[config.mk]
export PLATFORM = sky130hd
export DESIGN_NAME = gplb_queue
export DESIGN_NICKNAME = d
export VERILOG_FILES = /design/src/rtl/gplb_pkg.sv /design/src/rtl/gplb_queue.sv
export SDC_FILE = /design/constraint.sdc
export NUM_CORES = 1
export LEC_CHECK = 0
export BUFFER_PORTS_ARGS = -buffer_cell sky130_fd_sc_hd__buf_4
export CAP_MARGIN = 30
export CORE_ASPECT_RATIO = 2
export CORE_MARGIN = 4
export CORE_UTILIZATION = 40
export DETAILED_ROUTE_END_ITERATION = 6
export PLACE_DENSITY = 0.64
export SYNTH_ARGS = -nofsm -noshare
export SYNTH_HDL_FRONTEND = slang
export SYNTH_SLANG_ARGS = --single-unit
[constraint.sdc]
create_clock -name clock -period 7.4 [get_ports clock]
set_input_delay 1.48 -clock clock [delete_from_list [all_inputs] [get_ports clock]]
set_output_delay 1.48 -clock clock [all_outputs]
set_load 0.005 [all_outputs]
[src/rtl/gplb_pkg.sv]
// shared types, constants and helpers of the glyph pen layout blitter
package gplb_pkg;

   localparam int MAX_SPAN   = 1024;
   localparam int MAP_WORDS  = 32768;
   localparam int MAX_GLYPH  = 32;
   localparam int MAP_AW     = $clog2(MAP_WORDS);
   localparam int WORD_W     = 17;
   localparam int Q_DEPTH    = 4;
   localparam int Q_AW       = $clog2(Q_DEPTH);

   // register indexes of the csr port
   localparam logic [2:0] CSR_SPAN_X   = 3'd0;
   localparam logic [2:0] CSR_SPAN_Y   = 3'd1;
   localparam logic [2:0] CSR_LINE_ADV = 3'd2;
   localparam logic [2:0] CSR_LINE_GAP = 3'd3;
   localparam logic [2:0] CSR_CHAR_GAP = 3'd4;
   localparam logic [2:0] CSR_VERTICAL = 3'd5;

   // request function codes
   localparam logic [2:0] FUNC_HEADER  = 3'd0;
   localparam logic [2:0] FUNC_COLUMN  = 3'd1;
   localparam logic [2:0] FUNC_NEWLINE = 3'd2;
   localparam logic [2:0] FUNC_CLEAR   = 3'd3;
   localparam logic [2:0] FUNC_READ    = 3'd4;

   // pen row after reset: 240 - 16
   localparam logic signed [11:0] HOME_ROW_RESET = 12'sd224;

   typedef enum logic [1:0] {
      OP_NOP,
      OP_PLOT,
      OP_CLEAR,
      OP_READ
   } op_type;

   typedef struct packed {
      logic [10:0] span_x;
      logic [10:0] span_y;
      logic [7:0]  line_advance;
      logic [7:0]  line_gap;
      logic [7:0]  char_gap;
      logic        vertical_mode;
   } cfg_type;

   // one queued command from front to back
   typedef struct packed {
      op_type             op;
      logic               status;
      logic signed [12:0] x;
      logic signed [11:0] y0;
      logic [5:0]         rows;
      logic [31:0]        bits;
      logic [14:0]        addr;
   } cmd_type;

   typedef enum logic [2:0] {
      S_INIT,
      S_IDLE,
      S_ROW,
      S_ADDR,
      S_WRITE,
      S_CLEAR,
      S_READ
   } state_type;

   // saturate to the signed 12-bit pen range
   function automatic logic signed [11:0] sat12(input logic signed [13:0] v);
      logic signed [11:0] r;
      if (v > 14'sd2047) r = 12'sd2047;
      else if (v < -14'sd2048) r = -12'sd2048;
      else r = v[11:0];
      return r;
   endfunction

   // span limited to the largest supported extent
   function automatic logic [10:0] eff_span(input logic [10:0] s);
      logic [10:0] r;
      if (s > 11'(MAX_SPAN)) r = 11'(MAX_SPAN);
      else r = s;
      return r;
   endfunction

endpackage

[src/rtl/gplb_queue.sv]
// short command queue between front and back
module gplb_queue (
   input  logic              clock,
   input  logic              reset,
   input  logic              push,
   input  gplb_pkg::cmd_type push_cmd,
   input  logic              pop,
   output gplb_pkg::cmd_type head_cmd,
   output logic              empty,
   output logic              full
);
   import gplb_pkg::*;

   cmd_type             slot_ff [Q_DEPTH];
   logic [Q_AW-1:0]     wr_ptr_ff, wr_ptr_in;
   logic [Q_AW-1:0]     rd_ptr_ff, rd_ptr_in;
   logic [Q_AW:0]       count_ff, count_in;

   // pointers and fill level
   always_comb begin
      wr_ptr_in = push ? wr_ptr_ff + 1'b1 : wr_ptr_ff;
      rd_ptr_in = pop ? rd_ptr_ff + 1'b1 : rd_ptr_ff;
      count_in  = count_ff + (Q_AW+1)'(push) - (Q_AW+1)'(pop);
      empty     = (count_ff == '0);
      full      = (count_ff == (Q_AW+1)'(Q_DEPTH));
      head_cmd  = slot_ff[rd_ptr_ff];
   end

   always_ff @(posedge clock) begin
      if (reset) begin
         wr_ptr_ff <= '0;
         rd_ptr_ff <= '0;
         count_ff  <= '0;
      end else begin
         wr_ptr_ff <= wr_ptr_in;
         rd_ptr_ff <= rd_ptr_in;
         count_ff  <= count_in;
      end
   end

   // slot storage
   always_ff @(posedge clock) begin
      if (push) slot_ff[wr_ptr_ff] <= push_cmd;
   end

endmodule

### After elaboration in Yosys (flattened, before gate mapping)

Memory sizes are Yosys's and may differ from the RTL's. A register that Yosys moved wholly into a read port is not among the register bits.
Index checks and enable logic that the tools add are counted.

* logic and storage cells: 14
* memories kept: 1
* RAM bits: 324
* register bits: 7
* bits of input ports: 85
* output and inout bits: 83

* $add $sub $neg: 4
* reductions and logical operators: 1
* multiplexer cells: 4
* eq/ne operators: 1

Memory list
* slot_ff: words 4, bits a word 81, read ports 1, clocked after memory_dff 1, write ports 1, line gplb_queue.sv:14 `cmd_type slot_ff [Q_DEPTH];`

Operators by type and width (number)
* adder 2 x 1 -> 2 bit, second input constant: 2
* 2-to-1 mux 2 bit: 2
* adder 3 x 1 -> 3 bit: 1
* == test 3 bit, second input constant: 1
* logical NOT 3 bit: 1
* subtractor 3 x 1 -> 3 bit: 1
* 2-to-1 mux 1 bit: 2

### Depth between registers and ports, before layout

* word-level depth: 3
* gate-level depth with buffers: 7

### Worst setup path before layout

No wires, ideal clock.

* path type: input to register
* from: in push
* to: mem slot_ff[0][0] (netlist bit) (enable)
* library setup time: 0.448 ns
* data required time: 6.952 ns
* stages: 1
* buffers on the path: 0
* path slack: 3.587 ns
* arrival time: 3.365 ns
* path through: and2_1

* longest elaborated chain between the ends: 2

RTL lines
* start: declaration: line gplb_queue.sv:5 `input logic push,`
* 2-to-1 mux 1 bit: line gplb_queue.sv:43 `if (push) slot_ff[wr_ptr_ff] <= push_cmd;`
* 2-to-1 mux 1 bit (not written as such): line gplb_queue.sv:43
* end: declaration: line gplb_queue.sv:14

Every way passes these cells.

==> results.py <==
metrics = {
    "logic_synthesis": {
        "synth_top_area_share_pct": 79.7,
        "netlist_area_um2": 12200,
        "ys_top_cells_by_area": "edfxtp_1, mux4_2, dfxtp_1",
        "synth_nets": 557,
        "synthFlopType": "edfxtp_1",
        "synth.largest_area_cell": "edfxtp_1",
        "async_reset_ff_share_pct": 0,
        "yosysUniqueCellTypes": 21,
        "ys_ff_latch": 333,
        "ys_warn_count": 0,
        "syn_inst": 465,
        "synth.most_common_cell": "edfxtp_1",
        "avgSynthCellArea_um2": 26.3,
        "synthTopCellsByCount": "edfxtp_1, mux4_2, dfxtp_1",
        "synth_edf_count": 324,
        "ys_seq_area_share_pct": 81.2,
    },
    "layout": {
        "regArea_um2": 9920,
        "multi_input_area_um2": 2070,
        "fin_cells": 1042,
        "layout-drive-gt1-share_pct": 45.8,
        "area_growth_pct": 20.8,
        "fillers": 2456,
        "nets": 743,
    },
    "sta": {
        "period_share_pct": 54.6,
        "report.final.hold_viol_count": 0,
        "drv_slew": 0,
        "fin_tns_setup_ns": 0,
        "rsz0062_at_grt": "false",
        "timing.hold.ws_ns": 0.527,
        "max_freq_ghz": 0.247,
        "setup-violations-final": 0,
        "fin_crit_ns": 4.04,
        "skew_ns": 0.00905,
        "slew-limit-headroom_pct": 51.2,
        "worst_pin_slew_ns": 0.733,
    },
    "die": {
        "die-area_um2": 33500,
        "die_w_um": 132,
        "die_h_um": 255,
        "ios": 168,
        "core_area_um2": 30200,
        "start_util_pct": 40.5,
        "row_count": 90,
    },
    "clock_network": {
        "cts.sinks": 333,
        "cts_resized": 0,
        "clkTransAtPathRegs_ns": 0.07,
        "h-tree-depth": 1,
        "cts-root-buf": "clkbuf_16",
        "clk_latency_ns": 0.54,
        "cts_tree": "built",
        "cts_buffers": 28,
        "clockBufferDepth": 3,
        "post_cts_buffers": 0,
        "hold_buffers": 0,
    },
    "routing": {
        "ant_nets": 0,
        "vias": 5324,
        "dr.pass1.iters": 4,
        "drc": 0,
        "drt-total-wl_um": 23400,
        "routedWlPerCell_um": 22.5,
        "via_per_inst": 5.11,
        "drt_iter0_drc": 308,
    },
    "setup_path": {
        "r2r_setup_slack_ns": 5.18,
        "cpMostUsedCell": "buf_4",
        "crit_path_end": "head_cmd[14]",
        "critPathArrivalTime_ns": 2.56,
        "worstSetupPathDepth": 3,
        "crit_path_max_fanout": 41,
        "crit_type": "register to primary output",
        "cp_num_buf_inv": 2,
        "critPathSlowestCell": "dfxtp_4",
        "max_stage_delay_ns": 0.74,
        "reg2reg_to": "slot_ff[0][53]$_DFFE_PP_",
        "r2r-start": "wr_ptr_ff[0]$_SDFFE_PP0P_",
        "cp-start-kind": "register",
        "worstRegToRegCells": 4,
        "end_kind": "primary output",
        "critical-path-top-delay-family": "buffers and inverters",
        "crit_chain": "buf_4 -> mux4_2 -> buf_4",
        "crit_required_ns": 5.92,
    },
    "placed_design": {
        "dp_cells": 988,
        "finalWeightedCongestion": 0.716,
        "port_buffers": 167,
    },
    "power": {
        "power.leakage_uw": 0.00493,
        "pwr-share-clk_pct": 36.3,
        "switchingPower_uw": 868,
        "p_comb_share_pct": 10.0,
        "swShare_pct": 21.2,
        "power_uw": 4090,
        "powerDensity_nw_per_um2": 278,
        "ir_drop_mv": 0.182,
        "p_seq_share_pct": 53.7,
        "power.internal_uw": 3230,
    },
    "min_path": {
        "worstHoldPathType": "register to register",
    },
    "job": {
        "drv_cap": 0,
    },
    "global_routing": {
        "grt_use_total_pct": 13.9,
        "first_global_vias": 6056,
        "grt_max_degree": 46,
        "gr-total-overflow": 0,
        "grt_pass1_wl_um": 35500,
        "antenna_found_initial": 3,
    },
    "status": {
        "outcome": "complete, no violations",
    },
}
==> cell usage in the layout (no fill, tap or decap), drive strengths merged, types with 3 or more instances in the layout <==
cell and n:
bufinv 3, clkbuf 32, and2 4, clkinvlp 3
edfxtp 324, dfxtp 9, buf 174, mux4 81
ha 6, clkinv 13, nor2 5, inv 7
==> stage by stage <==
| stage | util [%] | worst slack (ns) | instance area (um2) |
|---|---|---|---|
| global placement | 45.6 | 3.28 | 13800 |
| finish | 48.9 | 3.36 | 14700 |
| CTS | 48.8 | 2.66 | 14700 |
| floorplan | - | 3.59 | 12200 |
| detailed placement | 45.6 | 3.26 | 13800 |
| global route | 48.8 | 3.22 | 14700 |
==> kinds of logic after synthesis <==
| logic type | synth area share, % |
|---|---|
| AOI/OAI and AO/OA | 0.123 |
| and+or+nand+nor | 0.615 |
| xor gates and xnor gates | 0.338 |
| adders and majority gates | 0.779 |
| buffers and inverters | 1.95 |
| muxes | 15.0 |
| DFF | 81.2 |
==> worst register-to-register path: cells and delay by family (launching register included) <==
kind / cells / cell delay [ns]
adders and majority gates: 1 / 0.15
buffers and inverters: 2 / 0.78
DFF: 1 / 0.35
and+or+nand+nor: 1 / 0.54
==> per-layer routing <==
metal  track usage (%)  share of wire [%]  up-vias
met5                 0               0.11        -
met4              5.08                2.8        4
met3              2.68                4.7       40
met2              27.1                 58      135
met1              14.9                 34     2790
li1                  -                  -     2355
==> flip-flops by register name (all words and copies together), names as in the netlist, named ones only <==
signal	count
slot_ff	324
rd_ptr_ff	2
wr_ptr_ff	2
count_ff	3
==> worst min-delay path by stage <==
stage / startpoint / endpoint / slack, ns / cells past startpoint
finish: rd_ptr_ff[0]$_SDFFE_PP0P_ / register / 0.53 / 2
global route: rd_ptr_ff[1]$_SDFFE_PP0P_ / register / 0.55 / 2
floorplan: rd_ptr_ff[1]$_SDFFE_PP0P_ / register / 0.49 / 2
detailed placement: rd_ptr_ff[0]$_SDFFE_PP0P_ / register / 0.52 / 2
CTS: rd_ptr_ff[0]$_SDFFE_PP0P_ / register / 0.53 / 2
global placement: rd_ptr_ff[0]$_SDFFE_PP0P_ / register / 0.51 / 2
==> power by group through the flow <==
stage	clock, uW	combinational (uW)	sequential [uW]
floorplan	0	227	2230
global placement	0	400	2250
detailed placement	0	410	2250
CTS	1540	411	2210
global route	1610	449	2200
finish	1480	411	2200
==> final cells by class <==
cell class	instances	area share [%]
diodes	1	0.0170
clock buffers	32	5.00
clock inverters	20	1.41
inverters	6	0.153
multi-input cells	108	14.0
flip-flops and latches	333	67.3
well taps	368	3.12
repair buffers	174	9.00
(Power assumes the default switching activity.)
