**src/rtl/gplb_pkg.sv**
```systemverilog
// shared types, constants and helpers of the glyph pen layout blitter
package gplb_pkg;

   localparam int MAX_SPAN   = 1024;
   localparam int MAP_WORDS  = 32768;
   localparam int MAX_GLYPH  = 32;
   localparam int MAP_AW     = $clog2(MAP_WORDS);
   localparam int WORD_W     = 17;
   localparam int Q_DEPTH    = 4;
   localparam int Q_AW       = $clog2(Q_DEPTH);

   // register indexes of the csr port
   localparam logic [2:0] CSR_SPAN_X   = 3'd0;
   localparam logic [2:0] CSR_SPAN_Y   = 3'd1;
   localparam logic [2:0] CSR_LINE_ADV = 3'd2;
   localparam logic [2:0] CSR_LINE_GAP = 3'd3;
   localparam logic [2:0] CSR_CHAR_GAP = 3'd4;
   localparam logic [2:0] CSR_VERTICAL = 3'd5;

   // request function codes
   localparam logic [2:0] FUNC_HEADER  = 3'd0;
   localparam logic [2:0] FUNC_COLUMN  = 3'd1;
   localparam logic [2:0] FUNC_NEWLINE = 3'd2;
   localparam logic [2:0] FUNC_CLEAR   = 3'd3;
   localparam logic [2:0] FUNC_READ    = 3'd4;

   // pen row after reset: 240 - 16
   localparam logic signed [11:0] HOME_ROW_RESET = 12'sd224;

   typedef enum logic [1:0] {
      OP_NOP,
      OP_PLOT,
      OP_CLEAR,
      OP_READ
   } op_type;

   typedef struct packed {
      logic [10:0] span_x;
      logic [10:0] span_y;
      logic [7:0]  line_advance;
      logic [7:0]  line_gap;
      logic [7:0]  char_gap;
      logic        vertical_mode;
   } cfg_type;

   // one queued command from front to back
   typedef struct packed {
      op_type             op;
      logic               status;
      logic signed [12:0] x;
      logic signed [11:0] y0;
      logic [5:0]         rows;
      logic [31:0]        bits;
      logic [14:0]        addr;
   } cmd_type;

   typedef enum logic [2:0] {
      S_INIT,
      S_IDLE,
      S_ROW,
      S_ADDR,
      S_WRITE,
      S_CLEAR,
      S_READ
   } state_type;

   // saturate to the signed 12-bit pen range
   function automatic logic signed [11:0] sat12(input logic signed [13:0] v);
      logic signed [11:0] r;
      if (v > 14'sd2047) r = 12'sd2047;
      else if (v < -14'sd2048) r = -12'sd2048;
      else r = v[11:0];
      return r;
   endfunction

   // span limited to the largest supported extent
   function automatic logic [10:0] eff_span(input logic [10:0] s);
      logic [10:0] r;
      if (s > 11'(MAX_SPAN)) r = 11'(MAX_SPAN);
      else r = s;
      return r;
   endfunction

endpackage

```
**src/rtl/gplb_front.sv**
```systemverilog
// front part: pen layout of headers, column bookkeeping, command issue
module gplb_front (
   input  logic             clock,
   input  logic             reset,
   input  logic             accept,
   input  gplb_pkg::cfg_type cfg,
   input  logic [2:0]       req_func,
   input  logic [5:0]       req_glyph_width,
   input  logic [5:0]       req_glyph_height,
   input  logic signed [6:0] req_bearing_x,
   input  logic signed [6:0] req_bearing_y,
   input  logic [6:0]       req_advance,
   input  logic [31:0]      req_column_bits,
   input  logic [14:0]      req_word_address,
   output gplb_pkg::cmd_type cmd
);
   import gplb_pkg::*;

   logic signed [11:0] pen_col_ff, pen_col_in;
   logic signed [11:0] pen_row_ff, pen_row_in;
   logic signed [11:0] org_col_ff, org_col_in;
   logic signed [11:0] org_row_ff, org_row_in;
   logic [5:0]         col_idx_ff, col_idx_in;
   logic [5:0]         rows_ff, rows_in;
   logic [5:0]         cols_ff, cols_in;
   logic               live_ff, live_in;

   logic signed [13:0] px0, py0, bx, by, px1, px2, py2, sx14, la14, lg14, cg14;
   logic signed [11:0] home_row, py_next;
   logic               wrap, drop;

   // header layout arithmetic
   always_comb begin
      px0  = 14'(pen_col_ff);
      py0  = 14'(pen_row_ff);
      bx   = 14'(req_bearing_x);
      by   = 14'(req_bearing_y);
      sx14 = $signed({3'b000, eff_span(cfg.span_x)});
      la14 = $signed({6'b000000, cfg.line_advance});
      lg14 = $signed({6'b000000, cfg.line_gap});
      cg14 = $signed({6'b000000, cfg.char_gap});
      home_row = sat12($signed({3'b000, eff_span(cfg.span_y)}) - la14);
      py_next  = sat12(py0 - la14 - lg14);
      if (pen_col_ff == 12'sd0 && req_bearing_x < 7'sd0) px1 = -bx;
      else px1 = px0;
      wrap = (px1 + $signed({8'b0, req_glyph_width}) + bx) > sx14;
      px2  = wrap ? 14'sd0 : px1;
      py2  = wrap ? 14'(py_next) : py0;
      drop = (py2 + by) < 14'sd0;
   end

   // next state and command
   always_comb begin
      pen_col_in = pen_col_ff;
      pen_row_in = pen_row_ff;
      org_col_in = org_col_ff;
      org_row_in = org_row_ff;
      col_idx_in = col_idx_ff;
      rows_in    = rows_ff;
      cols_in    = cols_ff;
      live_in    = live_ff;
      cmd.op     = OP_NOP;
      cmd.status = 1'b0;
      cmd.x      = $signed({org_col_ff[11], org_col_ff}) + $signed({7'b0, col_idx_ff});
      cmd.y0     = org_row_ff;
      cmd.rows   = rows_ff;
      cmd.bits   = req_column_bits;
      cmd.addr   = req_word_address;
      if (accept) begin
         unique case (req_func)
            FUNC_HEADER: begin
               if (drop) begin
                  pen_col_in = 12'sd0;
                  pen_row_in = home_row;
                  live_in    = 1'b0;
                  cmd.status = 1'b1;
               end else begin
                  org_col_in = sat12(px2 + bx);
                  org_row_in = sat12(py2 + by);
                  col_idx_in = 6'd0;
                  cols_in    = (req_glyph_width > 6'(MAX_GLYPH)) ? 6'(MAX_GLYPH)
                                                                 : req_glyph_width;
                  rows_in    = (req_glyph_height > 6'd32) ? 6'd32 : req_glyph_height;
                  live_in    = (req_glyph_width != 6'd0);
                  pen_col_in = sat12(px2 + $signed({7'b0, req_advance}) + cg14);
                  pen_row_in = py2[11:0];
               end
            end
            FUNC_COLUMN: begin
               if (live_ff) begin
                  cmd.op     = OP_PLOT;
                  col_idx_in = col_idx_ff + 6'd1;
                  if (col_idx_in >= cols_ff) live_in = 1'b0;
               end
            end
            FUNC_NEWLINE: begin
               pen_col_in = 12'sd0;
               pen_row_in = py_next;
            end
            FUNC_CLEAR: begin
               pen_col_in = 12'sd0;
               pen_row_in = home_row;
               live_in    = 1'b0;
               cmd.op     = OP_CLEAR;
            end
            FUNC_READ: cmd.op = OP_READ;
            default: ;
         endcase
      end
   end

   // pen and glyph registers
   always_ff @(posedge clock) begin
      if (reset) begin
         pen_col_ff <= 12'sd0;
         pen_row_ff <= HOME_ROW_RESET;
         org_col_ff <= 12'sd0;
         org_row_ff <= 12'sd0;
         col_idx_ff <= 6'd0;
         rows_ff    <= 6'd0;
         cols_ff    <= 6'd0;
         live_ff    <= 1'b0;
      end else begin
         pen_col_ff <= pen_col_in;
         pen_row_ff <= pen_row_in;
         org_col_ff <= org_col_in;
         org_row_ff <= org_row_in;
         col_idx_ff <= col_idx_in;
         rows_ff    <= rows_in;
         cols_ff    <= cols_in;
         live_ff    <= live_in;
      end
   end

endmodule

```
**config.mk**
```make
export PLATFORM = sky130hd
export DESIGN_NAME = gplb_front
export DESIGN_NICKNAME = d
export VERILOG_FILES = /design/src/rtl/gplb_pkg.sv /design/src/rtl/gplb_front.sv
export SDC_FILE = /design/constraint.sdc
export NUM_CORES = 1
export LEC_CHECK = 0
export BUFFER_PORTS_ARGS = -buffer_cell sky130_fd_sc_hd__buf_2
export CAP_MARGIN = 20
export CORE_MARGIN = 10
export CORE_UTILIZATION = 45
export CTS_CLUSTER_DIAMETER = 120
export DETAILED_ROUTE_END_ITERATION = 7
export GPL_ROUTABILITY_DRIVEN = 0
export GPL_TIMING_DRIVEN = 0
export PLACE_DENSITY = 0.77
export SLEW_MARGIN = 0
export SYNTH_ARGS = -nofsm -noshare
export SYNTH_HDL_FRONTEND = slang
export SYNTH_SLANG_ARGS = --single-unit
export TNS_END_PERCENT = 10
```
**constraint.sdc**
```tcl
create_clock -name clock -period 11.44 [get_ports clock]
set_clock_uncertainty 0.15 [all_clocks]
set_input_delay 0 -clock clock [delete_from_list [all_inputs] [get_ports clock]]
set_output_delay 0 -clock clock [all_outputs]
set_load 0.01 [all_outputs]
```
# Yosys cells after proc, flatten, opt, wreduce, memory -nomap -nowiden

Cells that the tools add are included.

Register bits after elaboration: 67

Add/subtract/negate cells: 12
$lt $le $gt $ge: 18
Equal/unequal tests: 6
Mux-type cells: 33
Bitwise logic cells: 1
Reduce and logical (&&, ||, !) cells: 14

Operator list:

| cell                                                  | number |
|---|---|
| 2-to-1 mux 12 bit                                     | 12 |
| adder 14 x 7 -> 14 bit                                | 4 |
| > comparator 14 x 12 -> 1 bit (second input constant) | 4 |
| < comparator 14 x 12 -> 1 bit (second input constant) | 4 |
| 2-to-1 mux 14 bit                                     | 3 |
| one-hot mux 12 bit (3 select lines)                   | 1 |
| 2-to-1 mux 6 bit                                      | 4 |
| one-hot mux 12 bit (2 select lines)                   | 1 |
| > comparator 11 bit (second input constant)           | 2 |
| 2-to-1 mux 11 bit                                     | 2 |
| adder 14 x 8 -> 14 bit                                | 1 |
| adder 14 x 9 -> 14 bit                                | 1 |
| > comparator 14 x 12 -> 1 bit                         | 1 |
| < comparator 14 x 1 -> 1 bit (second input constant)  | 1 |
| negator 7 -> 14 bit                                   | 1 |
| subtractor 13 x 9 -> 14 bit                           | 1 |
| adder 12 x 7 -> 13 bit                                | 1 |
| subtractor 12 x 9 -> 13 bit                           | 1 |
| > comparator 12 bit (second input constant)           | 1 |
| > comparator 6 bit (second input constant)            | 2 |
| logical NOT 12 bit                                    | 1 |
| < comparator 12 bit (second input constant)           | 1 |
| one-hot mux 6 bit (2 select lines)                    | 1 |
| subtractor 11 x 8 -> 12 bit                           | 1 |
| 21 further kinds                                      | 32 |

# Logic depth before layout (Yosys ltp)

Gate-level depths: netlist of run 1.

Depth in word-level cells: 14
Gate-level depth with buffers: 36

# Worst setup path after synthesis of run 1

No wires, ideal clock.

Kind: flip-flop to flip-flop
Start point: reg pen_col_ff[10]
End point: reg pen_col_ff[9]
Arrival time: 7979 ps
Required time: 11216 ps
Setup slack: 3236 ps
Stages on the path, launching flop included: 34
Path buffers: 2
Period minus slack after synthesis: 8204 ps
Path through: dfxtp_1 > or4_1 > nor4_1 > a21oi_1 > fa_1 > inv_1 > ha_1 > inv_1 > fa_1 > nor2b_1 > o31a_1 > o21a_1 > nor2_1 > xnor2_1 > ha_1 > nand4_1 > nor2_1 > a2111o_1 > o221ai_1 > a32oi_4 > buf_2 > clkbuf_1 > nor2_1 > fa_1 > ha_1 > a21o_1 > a21oi_1 > o21bai_1 > a2111oi_0 > o21bai_1 > a211oi_1 > and2b_1 > nand2_1 > a31oi_1

Longest elaborated chain between the ends: 14
Elaborated cells between the ends (all ways): 18

RTL lines:

| what                                  | line              | RTL |
|---|---|---|
| start: declaration                    | gplb_front.sv:19  | `logic signed [11:0] pen_col_ff, pen_col_in;` |
| start signal: assignment              | gplb_front.sv:124 | `pen_col_ff <= pen_col_in;` |
| logical NOT 12 bit                    | gplb_front.sv:44  | `if (pen_col_ff == 12'sd0 && req_bearing_x < 7'sd0) px1 = -bx;` |
| logical AND 1 bit                     | gplb_front.sv:44  |  |
| 2-to-1 mux 14 bit *                   | gplb_front.sv:44  |  |
| adder 14 x 7 -> 14 bit (2 in a row)   | gplb_front.sv:46  | `wrap = (px1 + $signed({8'b0, req_glyph_width}) + bx) > sx14;` |
| > comparator 14 x 12 -> 1 bit         | gplb_front.sv:46  |  |
| 2-to-1 mux 14 bit                     | gplb_front.sv:47  | `px2 = wrap ? 14'sd0 : px1;` |
| adder 14 x 8 -> 14 bit                | gplb_front.sv:85  | `pen_col_in = sat12(px2 + $signed({7'b0, req_advance}) + cg14);` |
| adder 14 x 9 -> 14 bit                | gplb_front.sv:85  |  |
| < comparator 14 x 12 -> 1 bit         | gplb_pkg.sv:71    | `else if (v < -14'sd2048) r = -12'sd2048;` |
| 2-to-1 mux 12 bit                     | gplb_pkg.sv:71    |  |
| 2-to-1 mux 12 bit                     | gplb_pkg.sv:70    | `if (v > 14'sd2047) r = 12'sd2047;` |
| 2-to-1 mux 12 bit *                   | gplb_front.sv:72  | `if (drop) begin` |
| one-hot mux 12 bit (2 select lines) * | gplb_front.sv:70  | `unique case (req_func)` |

Mark *: on every way between the ends. The rest lies on a longest branch, timed or not.
A chain may end at the register's enable or synchronous reset.

# Worst setup path in the final report of run 1

Start point: reg pen_col_ff[10]
End point: reg rows_ff[4]

Longest elaborated chain between the ends: 11

RTL lines:

| what                                   | line              | RTL |
|---|---|---|
| logical NOT 12 bit                     | gplb_front.sv:44  |  |
| logical AND 1 bit                      | gplb_front.sv:44  |  |
| 2-to-1 mux 14 bit *                    | gplb_front.sv:44  |  |
| adder 14 x 7 -> 14 bit * (2 in a row)  | gplb_front.sv:46  |  |
| > comparator 14 x 12 -> 1 bit *        | gplb_front.sv:46  |  |
| 2-to-1 mux 14 bit *                    | gplb_front.sv:48  | `py2 = wrap ? 14'(py_next) : py0;` |
| adder 14 x 7 -> 14 bit *               | gplb_front.sv:49  | `drop = (py2 + by) < 14'sd0;` |
| < comparator 14 x 1 -> 1 bit *         | gplb_front.sv:49  |  |
| NOT 1 bit (no source line) *           | n/a               |  |
| AND reduction 3 bit (no source line) * | n/a               |  |
| end signal: assignment                 | gplb_front.sv:129 | `rows_ff <= rows_in;` |
| end: declaration                       | gplb_front.sv:24  | `logic [5:0] rows_ff, rows_in;` |

Marks and branches as above.

==> impl_metrics.py, run 1 <==
metrics = {
    "critical_path": {
        "end_kind": "flip-flop",
        "cp-start-kind": "flip-flop",
        "critPathMaxStageDelay_ps": 840,
        "critPathArrivalTime_ps": 10500,
        "cp-endpoint": "rows_ff[4]",
        "startpoint": "pen_col_ff[10]",
        "timing.rr.end": "rows_ff[4]",
        "required_ps": 11570,
        "worstSetupPathType": "reg -> reg",
        "slowest_stage": "nor4_1",
        "rr_worst_depth": 32,
        "rr_startpoint": "pen_col_ff[10]",
        "rrSetupSlack_ps": 1060,
        "worst-path-max-fanout": 10,
    },
    "drt": {
        "vias_per_cell": 5.49,
        "first_iter_violations": 617,
        "dr_total_vias": 7885,
        "wl_mm": 23.2,
        "ant_nets": 0,
        "avgRoutedWirePerCell_um": 16.2,
        "drtPass1Iterations": 5,
        "drc": 0,
    },
    "sta": {
        "worst_pin_slew_ps": 1020,
        "period_minus_slack_ps": 10380,
        "finalSetupViolCount": 0,
        "setup_ws_ps": 1060,
        "min_period_over_period": 0.907,
        "hold_viol": 1,
        "drv_slew": 0,
        "setup_tns_ps": 0,
        "rsz0062_at_grt": "false",
        "fmax_mhz": 96.4,
        "holdWs_ps": -0.0611,
        "max_slew_margin": 0.316,
    },
    "placement": {
        "hpwl_mm": 19.3,
        "place_ws_ps": 1740,
        "placed_cells": 1398,
        "numPortBuffers": 164,
    },
    "flow_run": {
        "drv_cap": 0,
    },
    "global_routing": {
        "grt_pass1_wl_mm": 37.9,
        "grt_max_degree": 18,
        "grt_overflow": 0,
        "grt_pass1_vias": 7841,
        "grt_antenna_before_repair": 2,
        "grt_usage": 0.189,
    },
    "synthesis": {
        "synth_top_family_by_area": "compound AO/OA/AOI/OAI gates",
        "synthMuxAreaShare": 0.0164,
        "synth-async-reset-ratio": 0,
        "synth_top_area_share": 0.169,
        "ys_ff_latch": 67,
        "yosys_warnings": 0,
        "synth_top_area_cell": "dfxtp_1",
        "synth-simple-area-share": 0.200,
        "synth_edf_count": 0,
        "synth_flop_cell": "dfxtp_1",
        "synth_nets": 1266,
        "syn-cell-area_um2": 7920,
        "synth.avg_cell_area_um2": 7.85,
        "synth_xor_area_frac": 0.0706,
        "synthTopCellsByArea": "dfxtp_1 17%, ha_1 15%, fa_1 6.8%, a21oi_1 4.5%, buf_4 4.5%",
        "synth_cell_types": 69,
        "synth_cells": 1009,
        "synth_fa_ha_area_frac": 0.225,
        "synth_compound_area_frac": 0.227,
        "yosysSeqAreaShare": 0.169,
    },
    "clock_network": {
        "hold_buffers": 20,
        "clockBufferDepth": 2,
        "cts_resized": 0,
        "clk_pin_slew_worst_paths_ps": 70,
        "clkLatencyLatePin_ps": 340,
        "cts_tree": "built",
        "h-tree-depth": 3,
        "cts_sinks": 67,
        "cts_made_buffers": 9,
        "root_buffer": "clkbuf_16",
        "post-cts-setup-buffers": 0,
    },
    "layout": {
        "area_growth_pct": 20.4,
        "drive_above_1_share": 0.206,
        "final_cell_mix": "165 x buf_2, 97 x ha_1, 94 x nor2_1",
        "final_common_cell": "buf_2",
        "nets": 1461,
        "finalNonFillerCells": 1436,
    },
    "status": {
        "violations": "negative hold slack",
        "status": "complete, but fails checks",
    },
    "power_and_ir_drop": {
        "p_leak_nw": 4.51,
        "irDropWorstVdd_uv": 86.9,
        "internal_power_w": 0.000706,
        "seq_power_share": 0.216,
        "combPwrFrac": 0.545,
        "power.density_nw_per_um2": 127,
        "p_clk_frac": 0.239,
        "power_w": 0.00122,
        "p_sw_frac": 0.419,
        "power_switching_w": 0.000510,
    },
    "floorplan": {
        "initial_core_util": 0.458,
        "die_width_um": 153,
        "num_rows": 48,
        "core_um2": 17300,
        "design.die.area_um2": 23300,
        "fp.dieH_um": 153,
        "ios": 214,
    },
    "min_path": {
        "holdCritPathClass": "in -> reg",
    },
}
-- metrics by stage --
| stage | utilization | hold WS (ps) | instance area [um2] |
|---|---|---|---|
| after floorplan | - | -99.7 | 7920 |
| after global placement | 0.522 | 39.2 | 9030 |
| after detailed placement | 0.522 | 38.4 | 9030 |
| after CTS | 0.551 | 1.36 | 9540 |
| after global routing | 0.552 | 31.8 | 9540 |
| final | 0.552 | -0.0611 | 9540 |
-- synth_stat cells (all sizes together), types with 4 or more instances --
cell type / n
nand4: 4
o21bai: 7
nand2: 88
dfxtp: 67
nand3: 19
or4: 4
ha: 97
a211oi: 34
nor3b: 4
mux2: 8
inv: 69
nand3b: 12
a21o: 34
nand2b: 14
o21a: 10
mux2i: 4
or2: 4
nor2: 94
a2111oi: 7
o21ai: 49
a31oi: 11
buf: 49
or3: 10
and3: 5
nor4: 6
nor2b: 33
nor3: 25
o31ai: 5
xor2: 21
a21oi: 73
o221ai: 4
fa: 27
xnor2: 40
clkbuf: 26
-- kinds of logic after synthesis --
group                      after synthesis
DFF                                     67
muxes                                   12
adders and majority gates              127
and+or+nand+nor                        328
AOI/OAI and AO/OA                      268
xor gates and xnor gates                62
buffers and inverters                  145
-- power groups by stage --
stage                     Clock, W  Combinational, W  Sequential (W)
after floorplan                  0          0.000486        0.000264
after global placement           0          0.000627        0.000266
after detailed placement         0          0.000645        0.000267
after CTS                 0.000292          0.000654        0.000262
after global routing      0.000302          0.000739        0.000264
final                     0.000291          0.000663        0.000262
-- worst min path at each step --
| stage | from | end | slack (ps) | cells after the start |
|---|---|---|---|---|
| after global routing | req_func[1] | pen_row_ff[5] | 30 | 4 |
| after floorplan | req_func[1] | cmd[79] | -100 | 1 |
| after global placement | req_column_bits[24] | cmd[39] | 40 | 2 |
| after detailed placement | req_column_bits[29] | cmd[44] | 40 | 2 |
| after CTS | req_bearing_y[1] | org_row_ff[1] | 1 | 4 |
| final | req_bearing_y[1] | org_row_ff[1] | -0.06 | 4 |
-- worst max-delay path: cells and delay by family, from the launching register on --
| family | cells | cell delay, ps |
|---|---|---|
| buffers and inverters | 7 | 2640 |
| flip-flops | 1 | 360 |
| adder cells (fa/ha/maj) | 5 | 1700 |
| AO/OA/AOI/OAI | 13 | 3440 |
| AND/OR/NAND/NOR | 6 | 1880 |
| XOR/XNOR | 1 | 140 |
-- layout make-up --
class                   instances  area [um2]
diodes                          2        5.00
plain buffers                  75         467
clock buffers                  10         239
clock inverters                 6        71.3
fillers                      1623        7750
inverters                      70         263
multi-input cells             797        5850
flip-flops and latches         67        1340
well taps                     225         282
repair buffers                184        1020
-- routing by layer --
| metal | vias to the layer above | share of wire | global-route usage |
|---|---|---|---|
| li1 | 3937 | - | - |
| met1 | 3571 | 0.44 | 0.232 |
| met2 | 318 | 0.46 | 0.318 |
| met3 | 59 | 0.073 | 0.0421 |
| met4 | 0 | 0.027 | 0.0649 |
| met5 | - | 0 | 0 |
-- state kept, by name, indices dropped and copies added, names as in the netlist --
register / flops
col_idx_ff: 6
cols_ff: 6
live_ff: 1
org_col_ff: 12
org_row_ff: 12
pen_col_ff: 12
pen_row_ff: 12
rows_ff: 6
Power figures use the tool's default switching activity.
==> run 2, diff against run 1 <==
--- a/config.mk
+++ b/config.mk
@@ -5,7 +5,7 @@
 export SDC_FILE = /design/constraint.sdc
 export NUM_CORES = 1
 export LEC_CHECK = 0
-export BUFFER_PORTS_ARGS = -buffer_cell sky130_fd_sc_hd__buf_2
+export BUFFER_PORTS_ARGS = -buffer_cell sky130_fd_sc_hd__buf_4
 export CAP_MARGIN = 20
 export CORE_MARGIN = 10
 export CORE_UTILIZATION = 45
==> impl_metrics.py, run 2 (same netlist as run 1, synthesis figures left out) <==
metrics = {
    "status": {
        "status": "finished, final reports clean",
    },
    "critical_path": {
        "startpoint": "pen_col_ff[10]",
        "rrSetupSlack_ps": 1560,
        "critPathArrivalTime_ps": 10000,
        "path_depth": 30,
        "rr_worst_depth": 30,
        "required_ps": 11550,
        "cp.buffers_inverters": 6,
        "critPathTopFamily": "compound AO/OA/AOI/OAI gates",
        "end_kind": "flip-flop",
        "worstSetupPathType": "reg -> reg",
        "critPathMaxStageDelay_ps": 800,
        "worst-path-max-fanout": 10,
        "cp-start-kind": "flip-flop",
        "rr_startpoint": "pen_col_ff[10]",
        "cp-endpoint": "live_ff",
        "slowest_stage": "nor4_1",
        "timing.rr.end": "live_ff",
    },
    "floorplan": {
        "ios": 214,
        "design.die.area_um2": 23300,
        "core_um2": 17300,
        "die_width_um": 153,
        "num_rows": 48,
        "initial_core_util": 0.458,
        "fp.dieH_um": 153,
    },
    "sta": {
        "worst_pin_slew_ps": 1020,
        "max_slew_margin": 0.314,
        "fmax_mhz": 101,
        "period_minus_slack_ps": 9880,
        "min_period_over_period": 0.864,
        "hold_viol": 0,
        "rsz0062_at_grt": "false",
        "finalSetupViolCount": 0,
        "setup_tns_ps": 0,
        "drv_slew": 0,
    },
    "layout": {
        "fin_area_um2": 9950,
        "area_growth_pct": 25.5,
        "final_common_cell": "buf_4",
        "drive_above_1_share": 0.206,
        "final_cell_mix": "211 x buf_4, 97 x ha_1, 94 x nor2_1",
        "nets": 1460,
        "finalNonFillerCells": 1434,
    },
    "clock_network": {
        "cts_tree": "built",
        "clkLatencyLatePin_ps": 340,
        "post-cts-setup-buffers": 0,
        "root_buffer": "clkbuf_16",
        "cts_resized": 0,
        "cts_made_buffers": 9,
        "h-tree-depth": 3,
        "cts_sinks": 67,
        "clockBufferDepth": 2,
        "clk_pin_slew_worst_paths_ps": 60,
    },
    "min_path": {
        "holdCritPathClass": "in -> reg",
    },
    "global_routing": {
        "grt_max_degree": 18,
        "grt_usage": 0.187,
        "grt_antenna_before_repair": 1,
        "grt.met3_usage": 0.0384,
        "grt_pass1_wl_mm": 37.1,
        "grt_pass1_vias": 7589,
        "busiest_layer": "met2",
        "grt_use_met2": 0.313,
        "grt_use_met1": 0.235,
        "grt_overflow": 0,
    },
    "placement": {
        "hpwl_mm": 19.1,
        "numPortBuffers": 164,
        "place_area_um2": 9440,
        "placed_cells": 1398,
    },
    "power_and_ir_drop": {
        "irDropWorstVdd_uv": 92.5,
        "power.density_nw_per_um2": 124,
        "power_w": 0.00123,
        "p_leak_nw": 4.64,
    },
    "drt": {
        "avgRoutedWirePerCell_um": 16.0,
        "dr_total_vias": 7752,
        "wl_mm": 22.9,
        "ant_nets": 0,
        "drc": 0,
        "first_iter_violations": 529,
        "vias_per_cell": 5.41,
        "drtPass1Iterations": 5,
    },
    "flow_run": {
        "drv_cap": 0,
    },
}
## run 2: cell count changes in the layout (fill, tap and decap cells not counted), sizes merged
cell / previous run / this run
diode: 2 / 1
clkinvlp: 2 / 0
inv: 71 / 73
clkbuf: 36 / 37
dlygate4sd3: 20 / 19
clkinv: 2 / 1
## run 2: repair_timing
| item | in CTS | in global routing |
|---|---|---|
| hold endpoints to repair | 20 | 0 |
| endpoints found under the setup margin | 0 | 0 |
| hold buffers | 19 | 0 |
## run 2: how the worst min path moves through the flow
stage                        start       endpoint  cells after the start
2_1_floorplan          req_func[1]        cmd[79]                      1
6_report                    cfg[1]  pen_col_ff[0]                      4
4_1_cts                     cfg[1]  pen_col_ff[0]                      4
3_3_place_gp   req_column_bits[24]        cmd[39]                      2
5_1_grt        req_column_bits[14]        cmd[29]                      2
3_5_place_dp   req_column_bits[24]        cmd[39]                      2
## run 2: where the power goes
part	total (W)	switching, W	internal (W)
Sequential	0.000262	0.0000144	0.000248
Clock	0.000298	0.000114	0.000184
Combinational	0.000671	0.000374	0.000297
Total	0.00123	0.000502	0.000729
## run 2: layout make-up
class	instances	area [um2]
inverters	70	263
plain buffers	75	467
clock buffers	11	253
fillers	1634	7350
repair buffers	183	1420
clock inverters	5	65.1
diodes	1	2.50
multi-input cells	797	5850
flip-flops and latches	67	1340
well taps	225	282
## run 2: per-layer routing
layer	part of all wire	up-vias
met5	0	-
met3	0.073	35
met2	0.47	266
met1	0.44	3526
met4	0.020	0
li1	-	3925
## run 2: tightest hold or removal path: stages
cell     delay [ps]
buf_4            90
fa_1            160
o21ai_0          80
a21oi_1         130
## run 2: metrics by stage
| step | hold WS (ps) | utilization | setup WS, ps |
|---|---|---|---|
| floorplan | -99.7 | - | 3240 |
| global placement | 29.5 | 0.546 | 1790 |
| detailed placement | 30.0 | 0.546 | 1680 |
| CTS | 5.08 | 0.575 | 1630 |
| global route | 32.2 | 0.575 | 851 |
| finish | 6.07 | 0.575 | 1560 |
==> run 3, diff against run 2 <==
--- a/config.mk
+++ b/config.mk
@@ -5,6 +5,7 @@
 export SDC_FILE = /design/constraint.sdc
 export NUM_CORES = 1
 export LEC_CHECK = 0
+export ABC_CLOCK_PERIOD_IN_PS = 11440
 export BUFFER_PORTS_ARGS = -buffer_cell sky130_fd_sc_hd__buf_4
 export CAP_MARGIN = 20
 export CORE_MARGIN = 10
@@ -13,7 +14,7 @@
 export DETAILED_ROUTE_END_ITERATION = 7
 export GPL_ROUTABILITY_DRIVEN = 0
 export GPL_TIMING_DRIVEN = 0
-export PLACE_DENSITY = 0.77
+export PLACE_DENSITY = 0.79
 export SLEW_MARGIN = 0
 export SYNTH_ARGS = -nofsm -noshare
 export SYNTH_HDL_FRONTEND = slang
==> impl_metrics.py, run 3 (same netlist as run 1, synthesis figures left out) <==
metrics = {
    "status": {
        "status": "finished, final reports clean",
    },
    "power_and_ir_drop": {
        "combPwrFrac": 0.562,
        "internal_power_w": 0.000699,
        "power_w": 0.00120,
        "seq_power_share": 0.218,
        "p_sw_frac": 0.418,
        "irDropWorstVdd_uv": 55.6,
        "power_switching_w": 0.000502,
        "p_clk_frac": 0.220,
        "power.density_nw_per_um2": 121,
        "p_leak_nw": 4.61,
    },
    "critical_path": {
        "rr_worst_depth": 30,
        "end_kind": "flip-flop",
        "required_ps": 11560,
        "slowest_stage": "nor4_1",
        "cp-start-kind": "flip-flop",
        "worst-path-max-fanout": 10,
        "critPathArrivalTime_ps": 10200,
        "worstSetupPathType": "reg -> reg",
        "critPathMaxStageDelay_ps": 890,
    },
    "global_routing": {
        "grt_overflow": 0,
        "grt_pass1_vias": 7730,
        "grt_pass1_wl_mm": 37.0,
        "grt_usage": 0.186,
        "grt_antenna_before_repair": 0,
        "grt_max_degree": 18,
    },
    "clock_network": {
        "clk_pin_slew_worst_paths_ps": 60,
        "clkLatencyLatePin_ps": 340,
        "cts_sinks": 67,
        "post-cts-setup-buffers": 0,
        "root_buffer": "clkbuf_16",
        "h-tree-depth": 3,
        "cts_tree": "built",
        "cts_resized": 0,
        "cts_made_buffers": 9,
        "clockBufferDepth": 2,
    },
    "floorplan": {
        "fp.dieH_um": 153,
        "num_rows": 48,
        "core_um2": 17300,
        "design.die.area_um2": 23300,
        "die_width_um": 153,
        "initial_core_util": 0.458,
        "ios": 214,
    },
    "drt": {
        "wl_mm": 22.9,
        "drc": 0,
        "vias_per_cell": 5.44,
        "first_iter_violations": 579,
        "dr_total_vias": 7788,
        "drtPass1Iterations": 5,
        "avgRoutedWirePerCell_um": 16.0,
        "ant_nets": 0,
    },
    "layout": {
        "nFillCells": 1631,
        "regArea_um2": 1340,
        "drive_above_1_share": 0.205,
        "nets": 1459,
        "final_cell_mix": "211 x buf_4, 97 x ha_1, 94 x nor2_1",
        "multiInputGateArea_um2": 5850,
        "finalNonFillerCells": 1432,
        "fin_area_um2": 9900,
        "final_common_cell": "buf_4",
        "area_growth_pct": 24.9,
        "num_antenna_cells": 0,
    },
    "sta": {
        "setup_tns_ps": 0,
        "period_minus_slack_ps": 10080,
        "max_slew_margin": 0.271,
        "hold_viol": 0,
        "worst_pin_slew_ps": 1080,
        "min_period_over_period": 0.881,
        "setup_ws_ps": 1360,
        "drv_slew": 0,
        "finalSetupViolCount": 0,
        "rsz0062_at_grt": "false",
        "fmax_mhz": 99.3,
    },
    "placement": {
        "place_ws_ps": 1530,
        "place_area_um2": 9440,
        "hpwl_mm": 19.2,
        "placed_cells": 1398,
        "numPortBuffers": 164,
    },
    "min_path": {
        "holdCritPathClass": "in -> reg",
        "holdPathStages": 4,
    },
    "flow_run": {
        "drv_cap": 0,
    },
}
[run 3: worst max-delay path: cells and delay by family, from the launching register on]
kind	cells	cell delay, ps
AND/OR/NAND/NOR	4	1780
flip-flops	1	370
XOR/XNOR	1	160
buffers and inverters	6	2020
adder cells (fa/ha/maj)	5	1750
AO/OA/AOI/OAI	14	3780
[run 3: metal layers]
metal  up-vias  GRT usage  wire, um
met5         -          0         0
met4         0     0.0663       558
met3        41     0.0378      1580
met2       290      0.313     10800
met1      3527      0.229     10000
li1       3930          -         -
[run 3: final timing paths]
| path | startpoint | slack, ps | endpoint |
|---|---|---|---|
| setup / recovery | pen_col_ff[10] | 1360 | live_ff |
| hold / removal | cfg[1] | 1 | pen_col_ff[0] |
| setup reg to reg | pen_col_ff[10] | 1360 | live_ff |
| hold reg to reg | rows_ff[1] | 300 | rows_ff[1] |
[run 3: layout make-up]
type	count	area share
plain buffers	75	0.0472
clock buffers	11	0.0245
clock inverters	5	0.00379
inverters	70	0.0265
well taps	225	0.0284
flip-flops and latches	67	0.136
repair buffers	182	0.143
multi-input cells	797	0.591
[run 3: power by group through the flow]
stage / registers [W] / clock network [W] / logic, W
floorplan: 0.000264 / 0 / 0.000486
global placement: 0.000266 / 0 / 0.000643
detailed placement: 0.000267 / 0 / 0.000659
CTS: 0.000262 / 0.000266 / 0.000668
global route: 0.000263 / 0.000274 / 0.000753
finish: 0.000262 / 0.000264 / 0.000674
[run 3: stage by stage]
| step | utilization | hold WS, ps |
|---|---|---|
| 6_report | 0.572 | 1.17 |
| 2_1_floorplan | - | -99.7 |
| 3_3_place_gp | 0.546 | 29.6 |
| 5_1_grt | 0.572 | 32.7 |
| 3_5_place_dp | 0.546 | 30.0 |
| 4_1_cts | 0.572 | 7.59 |
[run 3: timing repair]
action | in CTS | in global routing
hold buffers | 18 | 0
hold endpoints to repair | 19 | 0
endpoints found under the setup margin | 0 | 0
